--- config.mk ---
export PLATFORM = sky130hd
export DESIGN_NAME = depth_roi_point_locator
export DESIGN_NICKNAME = d
export VERILOG_FILES = /design/src/rtl/drpl_pkg.sv /design/src/rtl/drpl_front.sv /design/src/rtl/drpl_queue.sv /design/src/rtl/drpl_div.sv /design/src/rtl/drpl_back.sv /design/src/rtl/depth_roi_point_locator.sv
export SDC_FILE = /design/constraint.sdc
export NUM_CORES = 2
export LEC_CHECK = 0
export ABC_AREA = 1
export BUFFER_PORTS_ARGS = -buffer_cell sky130_fd_sc_hd__buf_2
export CORE_ASPECT_RATIO = 0.75
export CORE_MARGIN = 4
export CORE_UTILIZATION = 61
export CTS_CLUSTER_SIZE = 8
export DETAILED_ROUTE_END_ITERATION = 10
export PLACE_DENSITY = 0.79
export SYNTH_ARGS = -nofsm -noshare
export SYNTH_HDL_FRONTEND = slang
export SYNTH_SLANG_ARGS = --single-unit
--- constraint.sdc ---
create_clock -name i_clk -period 11.8 [get_ports i_clk]
set_clock_uncertainty 0.1 [all_clocks]
set_input_delay 1.18 -clock i_clk [delete_from_list [all_inputs] [get_ports i_clk]]
set_output_delay 1.18 -clock i_clk [all_outputs]
set_load 0.05 [all_outputs]
--- src/rtl/drpl_pkg.sv ---
`timescale 1ns / 1ps
// ----------------------------------------------------------------------------
// drpl_pkg
// Types, widths, codes and small helper functions of the ROI point locator.
// ----------------------------------------------------------------------------
package drpl_pkg;

    localparam int COORD_BITS = 11;
    localparam int DEPTH_BITS = 16;
    localparam int SUM_BITS   = 36;
    localparam int COUNT_BITS = 18;
    localparam int CONF_BITS  = 16;
    localparam int TAG_BITS   = 16;
    localparam int FOCAL_BITS = 20;
    localparam int PRIN_BITS  = 19;
    localparam int HALF_BITS  = 8;
    localparam int OFF_BITS   = 18;
    localparam int RANGE_BITS = 16;

    // shared divider: numerator covers both the depth sum and the projection product
    localparam int DIV_NUM_BITS = 40;
    localparam int DIV_DEN_BITS = 20;

    // configuration register indexes
    localparam logic [2:0] CFG_FOCAL   = 3'd0;
    localparam logic [2:0] CFG_PRIN_X  = 3'd1;
    localparam logic [2:0] CFG_PRIN_Y  = 3'd2;
    localparam logic [2:0] CFG_HALF_C  = 3'd3;
    localparam logic [2:0] CFG_HALF_R  = 3'd4;
    localparam logic [2:0] CFG_LAST_C  = 3'd5;
    localparam logic [2:0] CFG_LAST_R  = 3'd6;

    // item kinds
    localparam logic [1:0] FUNC_BOX   = 2'd0;
    localparam logic [1:0] FUNC_PIXEL = 2'd1;
    localparam logic [1:0] FUNC_START = 2'd2;

    // result status codes
    localparam logic [1:0] ST_LOCATED = 2'd0;
    localparam logic [1:0] ST_NO_OBJ  = 2'd1;
    localparam logic [1:0] ST_NO_DEPTH = 2'd2;

    // input tdata layout
    localparam int IN_CONF_LO   = 0;
    localparam int IN_LEFT_LO   = IN_CONF_LO + CONF_BITS;
    localparam int IN_TOP_LO    = IN_LEFT_LO + COORD_BITS;
    localparam int IN_RIGHT_LO  = IN_TOP_LO + COORD_BITS;
    localparam int IN_BOTTOM_LO = IN_RIGHT_LO + COORD_BITS;
    localparam int IN_ROW_LO    = IN_BOTTOM_LO + COORD_BITS;
    localparam int IN_COL_LO    = IN_ROW_LO + COORD_BITS;
    localparam int IN_DEPTH_LO  = IN_COL_LO + COORD_BITS;
    localparam int IN_TAG_LO    = IN_DEPTH_LO + DEPTH_BITS;
    localparam int IN_USED      = IN_TAG_LO + TAG_BITS;
    localparam int IN_DATA_BITS = ((IN_USED + 7) / 8) * 8;

    // output tdata layout
    localparam int OUT_TAG_LO   = 0;
    localparam int OUT_CCOL_LO  = OUT_TAG_LO + TAG_BITS;
    localparam int OUT_CROW_LO  = OUT_CCOL_LO + COORD_BITS;
    localparam int OUT_LAT_LO   = OUT_CROW_LO + COORD_BITS;
    localparam int OUT_VERT_LO  = OUT_LAT_LO + OFF_BITS;
    localparam int OUT_RANGE_LO = OUT_VERT_LO + OFF_BITS;
    localparam int OUT_USED     = OUT_RANGE_LO + RANGE_BITS;
    localparam int OUT_DATA_BITS = ((OUT_USED + 7) / 8) * 8;

    typedef logic [COORD_BITS-1:0] t_coord;

    typedef struct packed {
        t_coord left;
        t_coord top;
        t_coord right;
        t_coord bottom;
    } t_box;

    // one frame-end job handed from the front to the back
    typedef struct packed {
        logic [TAG_BITS-1:0]   tag;
        logic                  found;
        t_coord                ccol;
        t_coord                crow;
        logic [SUM_BITS-1:0]   sum;
        logic [COUNT_BITS-1:0] count;
    } t_job;

    typedef struct packed {
        logic [1:0]            status;
        logic [TAG_BITS-1:0]   tag;
        t_coord                ccol;
        t_coord                crow;
        logic [OFF_BITS-1:0]   lateral;
        logic [OFF_BITS-1:0]   vertical;
        logic [RANGE_BITS-1:0] range_mm;
    } t_result;

    // lo + (hi - lo) / 2 with the halving truncated toward zero
    function automatic t_coord centre_of(input t_coord lo, input t_coord hi);
        logic signed [COORD_BITS+1:0] d;
        logic signed [COORD_BITS+1:0] h;
        logic [COORD_BITS+1:0]        s;
        d = $signed({2'b00, hi}) - $signed({2'b00, lo});
        h = (d + $signed({{(COORD_BITS+1){1'b0}}, d[COORD_BITS+1]})) >>> 1;
        s = {2'b00, lo} + h;
        return s[COORD_BITS-1:0];
    endfunction

    // c - half, held at zero and at the box edge
    function automatic t_coord lo_clip(input t_coord c, input logic [HALF_BITS-1:0] half,
                                       input t_coord box_lo);
        logic signed [COORD_BITS+1:0] v;
        t_coord                       r;
        v = $signed({2'b00, c}) - $signed({{(COORD_BITS+2-HALF_BITS){1'b0}}, half});
        r = v[COORD_BITS+1] ? '0 : v[COORD_BITS-1:0];
        return (r < box_lo) ? box_lo : r;
    endfunction

    // c + half, held at the image limit and at the box edge
    function automatic t_coord hi_clip(input t_coord c, input logic [HALF_BITS-1:0] half,
                                       input t_coord limit, input t_coord box_hi);
        logic [COORD_BITS:0] v;
        t_coord              r;
        v = {1'b0, c} + {{(COORD_BITS+1-HALF_BITS){1'b0}}, half};
        r = (v > {1'b0, limit}) ? limit : v[COORD_BITS-1:0];
        return (r > box_hi) ? box_hi : r;
    endfunction

endpackage

--- src/rtl/drpl_front.sv ---
`timescale 1ns / 1ps
// ----------------------------------------------------------------------------
// drpl_front
// Takes every item: box reduction, window latching, depth accumulation and
// frame-end job hand-off to the queue.
// ----------------------------------------------------------------------------
module drpl_front
    import drpl_pkg::*;
(
    input  logic                  i_clk,
    input  logic                  i_rst_n,
    input  logic                  i_take,
    input  logic [1:0]            i_func,
    input  logic                  i_last,
    input  logic                  i_present,
    input  logic [CONF_BITS-1:0]  i_conf,
    input  t_box                  i_box,
    input  t_coord                i_row,
    input  t_coord                i_col,
    input  logic [DEPTH_BITS-1:0] i_depth,
    input  logic [TAG_BITS-1:0]   i_tag,
    input  logic [HALF_BITS-1:0]  i_half_cols,
    input  logic [HALF_BITS-1:0]  i_half_rows,
    input  t_coord                i_last_col,
    input  t_coord                i_last_row,
    output logic                  o_push,
    output t_job                  o_job
);

    localparam logic [SUM_BITS-1:0]   SUM_MAX   = '1;
    localparam logic [COUNT_BITS-1:0] COUNT_MAX = '1;

    logic                  r_armed, r_found, r_in_frame;
    logic [TAG_BITS-1:0]   r_tag;
    logic [CONF_BITS-1:0]  r_best_conf;
    t_box                  r_best_box, r_box;
    t_coord                r_ccol, r_crow;
    t_box                  r_win;   // left=x1 top=x2 right=y1 bottom=y2
    logic [SUM_BITS-1:0]   r_sum;
    logic [COUNT_BITS-1:0] r_count;

    logic                  is_box, is_pix, is_start, better;
    logic [CONF_BITS-1:0]  eff_conf;
    t_box                  eff_box, new_win, win;
    logic [SUM_BITS-1:0]   base_sum, n_sum;
    logic [SUM_BITS:0]     sum_ext;
    logic [COUNT_BITS-1:0] base_count, n_count;
    logic                  hit;

    assign is_box   = i_take && (i_func == FUNC_BOX);
    assign is_pix   = i_take && (i_func == FUNC_PIXEL);
    assign is_start = i_take && (i_func == FUNC_START);

    // running best box including the current one
    assign better   = i_present && (i_conf > r_best_conf);
    assign eff_conf = better ? i_conf : r_best_conf;
    assign eff_box  = better ? i_box : r_best_box;

    // window from the committed box, used at the first pixel of a frame
    always_comb begin
        new_win.left   = lo_clip(r_ccol, i_half_cols, r_box.left);
        new_win.top    = hi_clip(r_ccol, i_half_cols, i_last_col, r_box.right);
        new_win.right  = lo_clip(r_crow, i_half_rows, r_box.top);
        new_win.bottom = hi_clip(r_crow, i_half_rows, i_last_row, r_box.bottom);
    end
    assign win = r_in_frame ? r_win : new_win;

    // saturating accumulation of valid depths strictly inside the window
    always_comb begin
        base_sum   = r_in_frame ? r_sum : '0;
        base_count = r_in_frame ? r_count : '0;
        hit = (i_depth != '0) && (i_col > win.left) && (i_col < win.top) &&
              (i_row > win.right) && (i_row < win.bottom);
        sum_ext = {1'b0, base_sum} + {{(SUM_BITS+1-DEPTH_BITS){1'b0}}, i_depth};
        n_sum   = base_sum;
        n_count = base_count;
        if (hit) begin
            n_sum = sum_ext[SUM_BITS] ? SUM_MAX : sum_ext[SUM_BITS-1:0];
            if (base_count != COUNT_MAX) begin
                n_count = base_count + 1'b1;
            end
        end
    end

    // job for the back at an armed frame end
    assign o_push = is_pix && i_last && r_armed;
    always_comb begin
        o_job.tag   = r_tag;
        o_job.found = r_found;
        o_job.ccol  = r_ccol;
        o_job.crow  = r_crow;
        o_job.sum   = n_sum;
        o_job.count = n_count;
    end

    // control state
    always_ff @(posedge i_clk) begin
        if (!i_rst_n) begin
            r_armed     <= 1'b0;
            r_found     <= 1'b0;
            r_in_frame  <= 1'b0;
            r_tag       <= '0;
            r_best_conf <= '0;
            r_best_box  <= '0;
            r_box       <= '0;
            r_ccol      <= '0;
            r_crow      <= '0;
            r_win       <= '0;
            r_sum       <= '0;
            r_count     <= '0;
        end else begin
            if (is_start) begin
                r_tag   <= i_tag;
                r_armed <= 1'b1;
            end
            if (is_box) begin
                if (i_last) begin
                    if (eff_conf != '0) begin
                        r_box  <= eff_box;
                        r_ccol <= centre_of(eff_box.left, eff_box.right);
                        r_crow <= centre_of(eff_box.top, eff_box.bottom);
                        r_found <= 1'b1;
                    end else begin
                        r_found <= 1'b0;
                    end
                    r_best_conf <= '0;
                    r_best_box  <= '0;
                end else begin
                    r_best_conf <= eff_conf;
                    r_best_box  <= eff_box;
                end
            end
            if (is_pix) begin
                r_win      <= win;
                r_sum      <= n_sum;
                r_count    <= n_count;
                r_in_frame <= !i_last;
                if (i_last) begin
                    r_armed <= 1'b0;
                end
            end
        end
    end

endmodule

--- src/rtl/drpl_queue.sv ---
`timescale 1ns / 1ps
// ----------------------------------------------------------------------------
// drpl_queue
// Two-entry job queue between the front and the back.
// ----------------------------------------------------------------------------
module drpl_queue
    import drpl_pkg::*;
(
    input  logic i_clk,
    input  logic i_rst_n,
    input  logic i_push,
    input  t_job i_job,
    input  logic i_pop,
    output logic o_full,
    output logic o_empty,
    output t_job o_job
);

    t_job       r_mem [2];
    logic       r_wp, r_rp;
    logic [1:0] r_cnt;

    assign o_full  = (r_cnt == 2'd2);
    assign o_empty = (r_cnt == 2'd0);
    assign o_job   = r_mem[r_rp];

    // storage
    always_ff @(posedge i_clk) begin
        if (i_push) begin
            r_mem[r_wp] <= i_job;
        end
    end

    // pointers and fill count
    always_ff @(posedge i_clk) begin
        if (!i_rst_n) begin
            r_wp  <= 1'b0;
            r_rp  <= 1'b0;
            r_cnt <= '0;
        end else begin
            if (i_push) begin
                r_wp <= !r_wp;
            end
            if (i_pop) begin
                r_rp <= !r_rp;
            end
            r_cnt <= r_cnt + {1'b0, i_push} - {1'b0, i_pop};
        end
    end

endmodule

--- src/rtl/drpl_div.sv ---
`timescale 1ns / 1ps
// ----------------------------------------------------------------------------
// drpl_div
// Unsigned restoring divider, one quotient bit per cycle.
// ----------------------------------------------------------------------------
module drpl_div
    import drpl_pkg::*;
(
    input  logic                    i_clk,
    input  logic                    i_rst_n,
    input  logic                    i_start,
    input  logic [DIV_NUM_BITS-1:0] i_num,
    input  logic [DIV_DEN_BITS-1:0] i_den,
    output logic                    o_done,
    output logic [DIV_NUM_BITS-1:0] o_quot
);

    localparam int CNT_BITS = $clog2(DIV_NUM_BITS + 1);
    localparam logic [CNT_BITS-1:0] STEPS = CNT_BITS'(DIV_NUM_BITS);

    logic [DIV_NUM_BITS-1:0] r_q;
    logic [DIV_DEN_BITS:0]   r_rem;
    logic [DIV_DEN_BITS-1:0] r_den;
    logic [CNT_BITS-1:0]     r_cnt;
    logic                    r_busy, r_done;

    logic [DIV_DEN_BITS+1:0] shifted, diff;

    assign shifted = {r_rem, r_q[DIV_NUM_BITS-1]};
    assign diff    = shifted - {2'b00, r_den};
    assign o_done  = r_done;
    assign o_quot  = r_q;

    // quotient bits shift in as numerator bits shift out
    always_ff @(posedge i_clk) begin
        if (!i_rst_n) begin
            r_busy <= 1'b0;
            r_done <= 1'b0;
            r_cnt  <= '0;
            r_q    <= '0;
            r_rem  <= '0;
            r_den  <= '0;
        end else begin
            r_done <= 1'b0;
            if (i_start) begin
                r_busy <= 1'b1;
                r_cnt  <= STEPS;
                r_q    <= i_num;
                r_rem  <= '0;
                r_den  <= i_den;
            end else if (r_busy) begin
                if (diff[DIV_DEN_BITS+1]) begin
                    r_rem <= shifted[DIV_DEN_BITS:0];
                    r_q   <= {r_q[DIV_NUM_BITS-2:0], 1'b0};
                end else begin
                    r_rem <= diff[DIV_DEN_BITS:0];
                    r_q   <= {r_q[DIV_NUM_BITS-2:0], 1'b1};
                end
                r_cnt <= r_cnt - 1'b1;
                if (r_cnt == CNT_BITS'(1)) begin
                    r_busy <= 1'b0;
                    r_done <= 1'b1;
                end
            end
        end
    end

endmodule

--- src/rtl/drpl_back.sv ---
`timescale 1ns / 1ps
// ----------------------------------------------------------------------------
// drpl_back
// Per-frame result: mean depth division, pinhole projection of both axes on
// one shared divider, and the output register.
// ----------------------------------------------------------------------------
module drpl_back
    import drpl_pkg::*;
(
    input  logic                  i_clk,
    input  logic                  i_rst_n,
    input  logic                  i_empty,
    input  t_job                  i_job,
    output logic                  o_pop,
    input  logic [FOCAL_BITS-1:0] i_focal,
    input  logic [PRIN_BITS-1:0]  i_prin_x,
    input  logic [PRIN_BITS-1:0]  i_prin_y,
    output logic                  o_valid,
    input  logic                  i_ready,
    output t_result               o_res
);

    localparam logic [3:0] S_IDLE  = 4'd0;
    localparam logic [3:0] S_MEAN  = 4'd1;
    localparam logic [3:0] S_MULX  = 4'd2;
    localparam logic [3:0] S_LDX   = 4'd3;
    localparam logic [3:0] S_DIVX  = 4'd4;
    localparam logic [3:0] S_MULY  = 4'd5;
    localparam logic [3:0] S_LDY   = 4'd6;
    localparam logic [3:0] S_DIVY  = 4'd7;
    localparam logic [3:0] S_DONE  = 4'd8;

    localparam int DIFF_BITS = COORD_BITS + 10;
    localparam int PROD_BITS = DIFF_BITS + RANGE_BITS + 1;
    localparam logic [OFF_BITS-1:0] OFF_MAX = {1'b0, {(OFF_BITS-1){1'b1}}};
    localparam logic [OFF_BITS-1:0] OFF_MIN = {1'b1, {(OFF_BITS-1){1'b0}}};

    logic [3:0]              r_state, n_state;
    t_job                    r_job;
    t_result                 r_res;
    logic                    r_valid;
    logic [RANGE_BITS-1:0]   r_mean;
    logic                    r_neg;
    logic [DIV_NUM_BITS-1:0] r_mag;

    logic                    div_start, div_done;
    logic [DIV_NUM_BITS-1:0] div_num, div_quot;
    logic [DIV_DEN_BITS-1:0] div_den;

    logic signed [DIFF_BITS-1:0] diff;
    logic signed [PROD_BITS-1:0] prod;
    logic [PROD_BITS-1:0]        prod_mag;
    logic [RANGE_BITS-1:0]       mean_sat;
    logic [OFF_BITS-1:0]         off;
    logic [FOCAL_BITS-1:0]       focal_nz;
    logic                        load_out;

    drpl_div u_div (
        .i_clk   (i_clk),
        .i_rst_n (i_rst_n),
        .i_start (div_start),
        .i_num   (div_num),
        .i_den   (div_den),
        .o_done  (div_done),
        .o_quot  (div_quot)
    );

    assign focal_nz = (i_focal == '0) ? FOCAL_BITS'(1) : i_focal;
    assign mean_sat = (div_quot > DIV_NUM_BITS'({RANGE_BITS{1'b1}})) ?
                      '1 : div_quot[RANGE_BITS-1:0];

    // centre in Q8 minus principal point, then times the mean depth
    always_comb begin
        if (r_state == S_MULY) begin
            diff = $signed({2'b00, r_job.crow, 8'h00}) -
                   $signed({{(DIFF_BITS-PRIN_BITS){1'b0}}, i_prin_y});
        end else begin
            diff = $signed({2'b00, r_job.ccol, 8'h00}) -
                   $signed({{(DIFF_BITS-PRIN_BITS){1'b0}}, i_prin_x});
        end
        prod     = PROD_BITS'(diff) * $signed({1'b0, r_mean});
        prod_mag = prod[PROD_BITS-1] ? PROD_BITS'(-prod) : PROD_BITS'(prod);
    end

    // signed, saturated offset from the magnitude quotient
    always_comb begin
        if (r_neg) begin
            off = (div_quot > DIV_NUM_BITS'(OFF_MIN)) ? OFF_MIN :
                  OFF_BITS'(-div_quot[OFF_BITS-1:0]);
        end else begin
            off = (div_quot > DIV_NUM_BITS'(OFF_MAX)) ? OFF_MAX : div_quot[OFF_BITS-1:0];
        end
    end

    // sequencer
    always_comb begin
        n_state   = r_state;
        o_pop     = 1'b0;
        div_start = 1'b0;
        div_num   = DIV_NUM_BITS'(r_job.sum);
        div_den   = DIV_DEN_BITS'(r_job.count);
        load_out  = 1'b0;
        case (r_state)
            S_IDLE: begin
                if (!i_empty) begin
                    o_pop = 1'b1;
                    if (i_job.found && (i_job.count != '0)) begin
                        div_start = 1'b1;
                        div_num   = DIV_NUM_BITS'(i_job.sum);
                        div_den   = DIV_DEN_BITS'(i_job.count);
                        n_state   = S_MEAN;
                    end else begin
                        n_state = S_DONE;
                    end
                end
            end
            S_MEAN: if (div_done) n_state = S_MULX;
            S_MULX: n_state = S_LDX;
            S_LDX: begin
                div_start = 1'b1;
                div_num   = r_mag;
                div_den   = focal_nz;
                n_state   = S_DIVX;
            end
            S_DIVX: if (div_done) n_state = S_MULY;
            S_MULY: n_state = S_LDY;
            S_LDY: begin
                div_start = 1'b1;
                div_num   = r_mag;
                div_den   = focal_nz;
                n_state   = S_DIVY;
            end
            S_DIVY: if (div_done) n_state = S_DONE;
            S_DONE: begin
                if (!r_valid || i_ready) begin
                    load_out = 1'b1;
                    n_state  = S_IDLE;
                end
            end
            default: n_state = S_IDLE;
        endcase
    end

    // the product is registered before it feeds the divider
    always_ff @(posedge i_clk) begin
        if (r_state == S_IDLE && o_pop) begin
            r_job <= i_job;
        end
        if (r_state == S_MEAN && div_done) begin
            r_mean <= mean_sat;
        end
        if (r_state == S_MULX || r_state == S_MULY) begin
            r_mag <= DIV_NUM_BITS'(prod_mag);
            r_neg <= prod[PROD_BITS-1];
        end
    end

    // result fields and output register
    always_ff @(posedge i_clk) begin
        if (!i_rst_n) begin
            r_state <= S_IDLE;
            r_valid <= 1'b0;
            r_res   <= '0;
        end else begin
            r_state <= n_state;
            if (r_state == S_IDLE && o_pop) begin
                r_res.tag      <= i_job.tag;
                r_res.lateral  <= '0;
                r_res.vertical <= '0;
                r_res.range_mm <= '0;
                if (!i_job.found) begin
                    r_res.status <= ST_NO_OBJ;
                    r_res.ccol   <= '0;
                    r_res.crow   <= '0;
                end else begin
                    r_res.status <= (i_job.count == '0) ? ST_NO_DEPTH : ST_LOCATED;
                    r_res.ccol   <= i_job.ccol;
                    r_res.crow   <= i_job.crow;
                end
            end
            if (r_state == S_MEAN && div_done) begin
                r_res.range_mm <= mean_sat;
            end
            if (r_state == S_DIVX && div_done) begin
                r_res.lateral <= off;
            end
            if (r_state == S_DIVY && div_done) begin
                r_res.vertical <= off;
            end
            if (load_out) begin
                r_valid <= 1'b1;
            end else if (i_ready) begin
                r_valid <= 1'b0;
            end
        end
    end

    // held copy of the result that the port shows
    t_result r_out;
    always_ff @(posedge i_clk) begin
        if (load_out) begin
            r_out <= r_res;
        end
    end

    assign o_valid = r_valid;
    assign o_res   = r_out;

endmodule

--- src/rtl/depth_roi_point_locator.sv ---
`timescale 1ns / 1ps
// ----------------------------------------------------------------------------
// depth_roi_point_locator
// Best-box selection, windowed depth mean and pinhole back-projection.
// ----------------------------------------------------------------------------
// Items are taken one per cycle whenever the two-entry job queue has room: box,
// start and depth pixel items never stall on their own. Only an armed frame end
// makes work for the back end, which runs the mean division and the two
// projection divisions one after the other on a single restoring divider (one
// quotient bit per cycle); only a located result waits on the divider, other
// results go straight to the output register. Input stalls only while the queue
// holds two frame ends behind the one the back end is working on.
module depth_roi_point_locator
    import drpl_pkg::*;
(
    input  logic                     i_clk,
    input  logic                     i_rst_n,
    input  logic                     i_cfg_we,
    input  logic [2:0]               i_cfg_idx,
    input  logic [FOCAL_BITS-1:0]    i_cfg_data,
    input  logic                     s_axis_tvalid,
    output logic                     s_axis_tready,
    // confidence, box_left, box_top, box_right, box_bottom, pixel_row,
    // pixel_col, depth_mm, request_tag
    input  logic [IN_DATA_BITS-1:0]  s_axis_tdata,
    // func, box_present
    input  logic [2:0]               s_axis_tuser,
    input  logic                     s_axis_tlast,
    output logic                     m_axis_tvalid,
    input  logic                     m_axis_tready,
    // echo_tag, centre_col, centre_row, lateral_mm, vertical_mm, range_mm
    output logic [OUT_DATA_BITS-1:0] m_axis_tdata,
    // status
    output logic [1:0]               m_axis_tuser
);

    logic [FOCAL_BITS-1:0] r_focal;
    logic [PRIN_BITS-1:0]  r_prin_x, r_prin_y;
    logic [HALF_BITS-1:0]  r_half_c, r_half_r;
    t_coord                r_last_c, r_last_r;

    // configuration registers
    always_ff @(posedge i_clk) begin
        if (!i_rst_n) begin
            r_focal  <= FOCAL_BITS'(158604);
            r_prin_x <= PRIN_BITS'(84125);
            r_prin_y <= PRIN_BITS'(60341);
            r_half_c <= HALF_BITS'(30);
            r_half_r <= HALF_BITS'(30);
            r_last_c <= COORD_BITS'(639);
            r_last_r <= COORD_BITS'(479);
        end else if (i_cfg_we) begin
            case (i_cfg_idx)
                CFG_FOCAL:  r_focal  <= i_cfg_data;
                CFG_PRIN_X: r_prin_x <= i_cfg_data[PRIN_BITS-1:0];
                CFG_PRIN_Y: r_prin_y <= i_cfg_data[PRIN_BITS-1:0];
                CFG_HALF_C: r_half_c <= i_cfg_data[HALF_BITS-1:0];
                CFG_HALF_R: r_half_r <= i_cfg_data[HALF_BITS-1:0];
                CFG_LAST_C: r_last_c <= i_cfg_data[COORD_BITS-1:0];
                CFG_LAST_R: r_last_r <= i_cfg_data[COORD_BITS-1:0];
                default: ;
            endcase
        end
    end

    logic    q_full, q_empty, push, pop, take;
    t_job    push_job, pop_job;
    t_box    in_box;
    t_result res;

    assign s_axis_tready = !q_full;
    assign take          = s_axis_tvalid && s_axis_tready;

    assign in_box.left   = s_axis_tdata[IN_LEFT_LO +: COORD_BITS];
    assign in_box.top    = s_axis_tdata[IN_TOP_LO +: COORD_BITS];
    assign in_box.right  = s_axis_tdata[IN_RIGHT_LO +: COORD_BITS];
    assign in_box.bottom = s_axis_tdata[IN_BOTTOM_LO +: COORD_BITS];

    drpl_front u_front (
        .i_clk       (i_clk),
        .i_rst_n     (i_rst_n),
        .i_take      (take),
        .i_func      (s_axis_tuser[1:0]),
        .i_last      (s_axis_tlast),
        .i_present   (s_axis_tuser[2]),
        .i_conf      (s_axis_tdata[IN_CONF_LO +: CONF_BITS]),
        .i_box       (in_box),
        .i_row       (s_axis_tdata[IN_ROW_LO +: COORD_BITS]),
        .i_col       (s_axis_tdata[IN_COL_LO +: COORD_BITS]),
        .i_depth     (s_axis_tdata[IN_DEPTH_LO +: DEPTH_BITS]),
        .i_tag       (s_axis_tdata[IN_TAG_LO +: TAG_BITS]),
        .i_half_cols (r_half_c),
        .i_half_rows (r_half_r),
        .i_last_col  (r_last_c),
        .i_last_row  (r_last_r),
        .o_push      (push),
        .o_job       (push_job)
    );

    drpl_queue u_queue (
        .i_clk   (i_clk),
        .i_rst_n (i_rst_n),
        .i_push  (push),
        .i_job   (push_job),
        .i_pop   (pop),
        .o_full  (q_full),
        .o_empty (q_empty),
        .o_job   (pop_job)
    );

    drpl_back u_back (
        .i_clk    (i_clk),
        .i_rst_n  (i_rst_n),
        .i_empty  (q_empty),
        .i_job    (pop_job),
        .o_pop    (pop),
        .i_focal  (r_focal),
        .i_prin_x (r_prin_x),
        .i_prin_y (r_prin_y),
        .o_valid  (m_axis_tvalid),
        .i_ready  (m_axis_tready),
        .o_res    (res)
    );

    always_comb begin
        m_axis_tdata = '0;
        m_axis_tdata[OUT_TAG_LO +: TAG_BITS]     = res.tag;
        m_axis_tdata[OUT_CCOL_LO +: COORD_BITS]  = res.ccol;
        m_axis_tdata[OUT_CROW_LO +: COORD_BITS]  = res.crow;
        m_axis_tdata[OUT_LAT_LO +: OFF_BITS]     = res.lateral;
        m_axis_tdata[OUT_VERT_LO +: OFF_BITS]    = res.vertical;
        m_axis_tdata[OUT_RANGE_LO +: RANGE_BITS] = res.range_mm;
    end
    assign m_axis_tuser = res.status;

endmodule

Yosys cells after proc, flatten, opt, wreduce, memory -nomap -nowiden

Memory sizes are Yosys's and may differ from the RTL's. A register that Yosys moved wholly into a read port is not among the register bits.
Index checks and enable logic that the tools add are counted.

Logic and storage cells: 247
Register bits after elaboration: 752
Bits in writable memories: 186
Memories kept: 1

Memory list:

| name          | depth | width | rd ports | clocked after Yosys merged registers in | wr ports | line             | RTL |
|---|---|---|---|---|---|---|---|
| u_queue.r_mem | 2     | 93    | 1        | 1                                       | 1        | drpl_queue.sv:19 | `t_job r_mem [2];` |

Bitwise logic cells: 2
Reduce and logical (&&, ||, !) cells: 50
Add/sub/neg operators: 20
Mux-type cells: 73
Multipliers: 1
Magnitude comparators: 14
Equal/unequal tests: 24

Operators with widths:

| kind                                                                               | count |
|---|---|
| 18-bit two-way mux                                                                 | 9 |
| 36-bit two-way mux                                                                 | 4 |
| 44-bit two-way mux                                                                 | 3 |
| 40-bit two-way mux                                                                 | 3 |
| 11-bit two-way mux                                                                 | 8 |
| 40-bit case mux with 2 select lines                                                | 1 |
| 16-bit two-way mux                                                                 | 4 |
| 52-bit two-way mux                                                                 | 1 |
| 11-bit greater-than comparator                                                     | 4 |
| 11-bit less-than comparator                                                        | 4 |
| 21-bit two-way mux                                                                 | 2 |
| 40-bit by 16-bit greater-than comparator with 1-bit output (second input constant) | 1 |
| 40-bit by 17-bit greater-than comparator with 1-bit output (second input constant) | 1 |
| 40-bit by 18-bit greater-than comparator with 1-bit output (second input constant) | 1 |
| 20-bit two-way mux                                                                 | 2 |
| 20-bit case mux with 2 select lines                                                | 1 |
| 19-bit by 19-bit subtractor with 20-bit output                                     | 2 |
| 21-bit by 17-bit multiplier with 38-bit output                                     | 1 |
| 38-bit negator                                                                     | 1 |
| 36-bit by 16-bit adder with 37-bit output                                          | 1 |
| 37-bit two-way mux                                                                 | 1 |
| 4-bit case mux with 9 select lines                                                 | 1 |
| 16-bit nonzero test                                                                | 2 |
| 11-bit by 8-bit adder with 12-bit output                                           | 2 |
| other kinds (47)                                                                   | 124 |

Depth between registers and ports, before layout

Depth in word-level cells: 12
Depth in mapped cells: 49
Gate-level depth less buffers: 49

Cells and area by module

A second synthesis with hierarchy kept.

Cells, all modules: 8597
Area, all modules: 66565.1 um2

By module, submodules not included:

| module                  | cells an instance | area an instance (um2) | times used |
|---|---|---|---|
| drpl_back               | 3428              | 28244.6                | 1 |
| drpl_front              | 3477              | 21973.6                | 1 |
| drpl_queue              | 322               | 7216.9                 | 1 |
| drpl_div                | 859               | 5422.7                 | 1 |
| depth_roi_point_locator | 511               | 3707.3                 | 1 |

Worst setup path before layout

No wires, ideal clock.

Path kind: input port to flip-flop
Start point: in m_axis_tready
End point: reg u_back.r_out (netlist bit u_back.o_res[0]) (enable)
Path buffers: 0
Library setup time: 769 ps
Setup slack: 1052 ps
Cell stages on the path: 2
Data arrival time: 9879 ps
Cells stage by stage: nor2_1 nor4_1

Cells in the longest elaborated chain, start to end: 3

Ends and longest elaborated chain:

| what                      | line                          | RTL |
|---|---|---|
| from (decl)               | depth_roi_point_locator.sv:30 | `input logic m_axis_tready,` |
| 1-bit logical OR          | drpl_back.sv:135              | `if (!r_valid \|\| i_ready) begin` |
| 1-bit two-way mux         | drpl_back.sv:135              |  |
| 1-bit two-way mux         | drpl_back.sv:103              | `case (r_state)` |
| named net u_back.load_out | drpl_back.sv:56               | `logic load_out;` |
| to (signal assigned)      | drpl_back.sv:202              | `r_out <= r_res;` |
| to (decl)                 | drpl_back.sv:199              | `t_result r_out;` |

The timed path passes the listed nets, and every way through them passes these cells.
A chain may end at the register's enable or synchronous reset.

Worst setup path after layout

Start point: reg r_prin_y[0]
End point: reg u_back.r_mag[22] (data pin)

Cells in the longest elaborated chain, start to end: 5

Ends and longest elaborated chain:

| what                                             | line                          | RTL |
|---|---|---|
| from (decl)                                      | depth_roi_point_locator.sv:38 | `logic [PRIN_BITS-1:0] r_prin_x, r_prin_y;` |
| from (signal assigned)                           | depth_roi_point_locator.sv:56 | `CFG_PRIN_Y: r_prin_y <= i_cfg_data[PRIN_BITS-1:0];` |
| 19-bit by 19-bit subtractor with 20-bit output * | drpl_back.sv:75               | `diff = $signed({2'b00, r_job.crow, 8'h00}) -` |
| 21-bit two-way mux *                             | drpl_back.sv:74               | `if (r_state == S_MULY) begin` |
| 21-bit by 17-bit multiplier with 38-bit output * | drpl_back.sv:81               | `prod = PROD_BITS'(diff) * $signed({1'b0, r_mean});` |
| 38-bit negator                                   | drpl_back.sv:82               | `prod_mag = prod[PROD_BITS-1] ? PROD_BITS'(-prod) : PROD_BITS'(prod);` |
| 37-bit two-way mux *                             | drpl_back.sv:82               |  |
| named net u_back.prod_mag[22]                    | drpl_back.sv:52               | `logic [PROD_BITS-1:0] prod_mag;` |
| to (signal assigned)                             | drpl_back.sv:153              | `r_mag <= DIV_NUM_BITS'(prod_mag);` |
| to (decl)                                        | drpl_back.sv:44               | `logic [DIV_NUM_BITS-1:0] r_mag;` |

Mark *: on every way through the listed nets, which the timed path passes. The rest lies on a longest branch.

==> flow_summary.rst <==
.. list-table::
   :header-rows: 1

   * - Metric
     - Value
   * - Endpoint type of the worst setup path
     - flop
   * - Critical register-to-register path endpoint
     - u_back.r_mag[22]
   * - Number of top-level pins
     - 252
   * - Number of nets in the final layout
     - 8703
   * - Clock tree from TritonCTS
     - done
   * - Max frequency
     - 97.8 MHz
   * - Beginning of the critical path
     - r_prin_y[0]
   * - Max transition margin
     - 14.2%
   * - Placeable Area
     - 101000 um2
   * - Library cells used by synthesis
     - 64
   * - Quantity of I/O buffers inserted on ports
     - 239
   * - Initial Util
     - 61.6%
   * - Largest fanout of any net on the critical path
     - 33
   * - Via/cell ratio
     - 5.73
   * - Cell area after technology mapping
     - 62300 um2
   * - Crit share post-route
     - 86.7%
   * - Inserted Clock Buffers
     - 136
   * - Detailed-placement wirelength estimate
     - 130 mm
   * - Number of vias in the routed layout
     - 53264
   * - Cell with the most instances on the worst path
     - sky130_fd_sc_hd__nand2_1
   * - Signal arrival time at the worst endpoint
     - 10.58 ns
   * - Crit path capture
     - u_back.r_mag[22]
   * - Seq. cell area
     - 22900 um2
   * - Most used flip-flop cell after synthesis
     - sky130_fd_sc_hd__dfxtp_1
   * - Internal reg-to-reg setup slack
     - 1.57 ns
   * - First-pass iteration count of the detailed router
     - 6
   * - Filler cells
     - 8272
   * - Count of cells resized by post-cts repair
     - 0
   * - Setup_tns
     - 0 ns
   * - Time the worst path needs with I/O delays and setup
     - 10.23 ns
   * - Routed Wire Length
     - 177 mm
   * - Number of maximum-capacitance violations
     - 0
   * - Number of pins exceeding their max-slew limit in the final report
     - 0
   * - Layout-stage area growth over the synthesis result
     - 10.0%
   * - Remaining number of nets flagged by the antenna check after routing
     - 0
   * - Result of the run
     - completed
   * - Maximum number of pins on one net before global-route repair
     - 154
   * - Number of instances in the synthesized netlist
     - 7729
   * - Final weighted congestion of routability-driven global placement
     - 0.958
   * - Worst r2r path cells
     - 44
   * - Number of clock sinks seen by CTS
     - 939
   * - Area occupied by multi-input gates
     - 33400 um2
   * - Highest cell delay on the worst timing path
     - 0.56 ns
   * - Vias in the first global route
     - 52257
   * - Hold Fails Final Rpt
     - 0
   * - Post-synth EDFFs
     - 409
   * - Routed wire length per instance
     - 19.0 um
   * - Critical-path cell with the highest stage delay
     - sky130_fd_sc_hd__fa_1
   * - Post-detailed-route DRC marker count
     - 0
   * - Proportion of register bits with asynchronous set or reset after synthesis
     - 0%
   * - Number of standard-cell rows in the floorplan
     - 101
   * - Kind of path behind the tightest hold check
     - flop to flop
   * - Clock Tree Buf Depth
     - 3
   * - Hold-fix buffers, CTS
     - 0
   * - Initial detailed-routing violation count
     - 5833
   * - DIE AREA
     - 107000 um2
   * - Part of the Yosys area used for sequential elements
     - 36.7%
   * - Crit Path Class
     - flop to flop
   * - Worst endpoint required time
     - 12.15 ns
   * - Clock tree root driver cell
     - sky130_fd_sc_hd__clkbuf_16
   * - Setup repair after global routing missed its margin
     - no
   * - Die outline width
     - 377 um
   * - Yosys top cell area share
     - 19.7%
   * - Fraction of final layout cells with drive strength greater than 1
     - 7.98%
   * - Post-synth top area cell
     - sky130_fd_sc_hd__edfxtp_1
   * - Antenna violations before repair
     - 15
   * - Post-CTS Setup Repair Bufs
     - 0
   * - Transition time at the pin with the least slew margin
     - 1.28 ns
   * - Final setup viols
     - 0
   * - Total Routing Usage GR
     - 32.8%
   * - H-tree Lvls
     - 4
   * - Global-route wire length before repair
     - 280 mm
   * - Clock latency at the later pin of the worst-skew pair
     - 0.76 ns
   * - Leftover overflow at the end of global routing
     - 0
   * - Post-CTS clock slew at the launch and capture registers of the worst setup and hold paths
     - 0.05 ns
   * - Launching element type of the critical path
     - flop
   * - Synth top area cells
     - sky130_fd_sc_hd__edfxtp_1, sky130_fd_sc_hd__dfxtp_1, sky130_fd_sc_hd__fa_1
   * - R2R Path Start
     - r_prin_y[0]
   * - Syn Area/Cell
     - 8.06 um2
   * - Count of warnings emitted by yosys
     - 0
   * - Overall die height
     - 285 um
   * - Number of synthesized register bits
     - 939
final cells by class:
type | count | area share, %
Sequential cell | 939 | 33.4
Antenna cell | 2 | 0.00730
Timing Repair Buffer | 296 | 2.38
Clock inverter | 17 | 0.546
Inverter | 1286 | 7.06
Multi-Input combinational cell | 5198 | 48.7
Tap cell | 1339 | 2.44
Clock buffer | 217 | 5.44
critical path: cells and delay by family (launching register included):
| family | cells | cell delay (ns) |
|---|---|---|
| adder cells (fa/ha/maj) | 8 | 3.61 |
| AND/OR/NAND/NOR | 18 | 3.11 |
| AO/OA/AOI/OAI | 8 | 1.54 |
| buffers and inverters | 9 | 1.09 |
| flip-flops | 1 | 0.32 |
| XOR/XNOR | 1 | 0.15 |
metal layers:
layer,up-vias,track usage (%),part of all wire (%)
met4,16,11.4,3.3
met2,2329,51.0,45
met1,25246,45.9,42
met5,-,0,0.054
met3,385,6.76,9.7
li1,25288,-,-
how the worst min path moves through the flow:
stage | startpoint | to | slack (ns) | cells after the start
2_1_floorplan | u_back.r_res[74] | u_back.o_res[74] | 0.30 | 0
3_3_place_gp | u_back.r_res[80] | u_back.o_res[80] | 0.31 | 0
3_5_place_dp | u_back.r_res[85] | u_back.o_res[85] | 0.31 | 0
4_1_cts | u_back.r_res[82] | u_back.o_res[82] | 0.32 | 0
5_1_grt | u_back.r_res[40] | u_back.o_res[40] | 0.33 | 0
6_report | u_back.r_res[19] | u_back.o_res[19] | 0.32 | 0
registers in the layout, summed over array words and instances, names as in the netlist, 19 cells and up, named ones only:
name / count
r_focal: 20
r_prin_x: 19
r_prin_y: 19
u_back.o_res: 92
u_back.r_job: 76
u_back.r_mag: 38
u_back.r_res: 92
u_back.u_div.o_quot: 40
u_back.u_div.r_den: 20
u_back.u_div.r_rem: 21
u_front.r_best_box: 44
u_front.r_box: 44
u_front.r_sum: 36
u_front.r_win: 44
u_queue.r_mem: 186
layout by cell type (no fill, tap or decap), drive strengths merged, types with 28 or more instances in the layout:
cell type / synthesis / final
or2: 53 / 53
o211ai: 113 / 113
nand3: 358 / 358
mux2: 84 / 84
fa: 335 / 335
a31oi: 34 / 34
clkbuf: 211 / 217
nand4: 62 / 62
xor2: 146 / 146
edfxtp: 409 / 409
a21oi: 616 / 616
nand2: 1643 / 1643
xnor2: 48 / 48
dfxtp: 530 / 530
buf: 100 / 296
a211oi: 45 / 45
o21ai: 439 / 439
inv: 1276 / 1280
nor3: 57 / 57
nor2: 607 / 607
o22ai: 41 / 41
ha: 359 / 359
nor4: 28 / 28
cells in the mapped netlist (5+ instances only):
cell type                   number
sky130_fd_sc_hd__a211oi_1       45
sky130_fd_sc_hd__a21boi_0       10
sky130_fd_sc_hd__a21o_1         14
sky130_fd_sc_hd__a21oi_1       613
sky130_fd_sc_hd__a2bb2oi_1      11
sky130_fd_sc_hd__a31oi_1        34
sky130_fd_sc_hd__buf_1          36
sky130_fd_sc_hd__buf_2          52
sky130_fd_sc_hd__buf_4           8
sky130_fd_sc_hd__clkbuf_1      211
sky130_fd_sc_hd__clkinv_1        9
sky130_fd_sc_hd__dfxtp_1       530
sky130_fd_sc_hd__edfxtp_1      409
sky130_fd_sc_hd__fa_1          335
sky130_fd_sc_hd__ha_1          359
sky130_fd_sc_hd__inv_1        1268
sky130_fd_sc_hd__inv_2           8
sky130_fd_sc_hd__mux2_2         84
sky130_fd_sc_hd__mux2i_1        16
sky130_fd_sc_hd__nand2_1      1635
sky130_fd_sc_hd__nand2_2         6
sky130_fd_sc_hd__nand3_1       358
sky130_fd_sc_hd__nand4_1        62
sky130_fd_sc_hd__nor2_1        604
sky130_fd_sc_hd__nor3_1         56
sky130_fd_sc_hd__nor4_1         28
sky130_fd_sc_hd__o2111ai_1       5
sky130_fd_sc_hd__o211ai_1      112
sky130_fd_sc_hd__o21a_1         11
sky130_fd_sc_hd__o21ai_0       430
sky130_fd_sc_hd__o21ai_1         8
sky130_fd_sc_hd__o21bai_1       18
sky130_fd_sc_hd__o221ai_1        7
sky130_fd_sc_hd__o22ai_1        41
sky130_fd_sc_hd__o31ai_1         5
sky130_fd_sc_hd__or2_2          53
sky130_fd_sc_hd__xnor2_1        48
sky130_fd_sc_hd__xor2_1        146
cell families after synthesis:
logic type               after synthesis  synth area share (%)
AO/OA/AOI/OAI                       1388                  12.5
XOR/XNOR                             194                  2.73
adder cells (fa/ha/maj)              694                  18.0
buffers and inverters               1597                  9.82
flip-flops                           939                  36.7
multiplexers                         100                  1.78
other                                  1               0.00602
AND/OR/NAND/NOR                     2816                  18.5
metrics by stage:
step | cells | util [%] | setup WS, ns | instance area, um2 | hold slack [ns]
4_1_cts | 9292 | 67.7 | 1.66 | 68500 | 0.321
5_1_grt | 9292 | 67.7 | 0.817 | 68500 | 0.334
2_1_floorplan | 7734 | - | 1.05 | 62300 | 0.303
3_3_place_gp | 9058 | 63.7 | 1.89 | 64400 | 0.308
6_report | 9294 | 67.7 | 1.57 | 68500 | 0.324
3_5_place_dp | 9058 | 63.7 | 1.76 | 64400 | 0.311
Power is not shown: default switching activity piles up to over one toggle a cycle in this logic, so the estimate is an artifact.
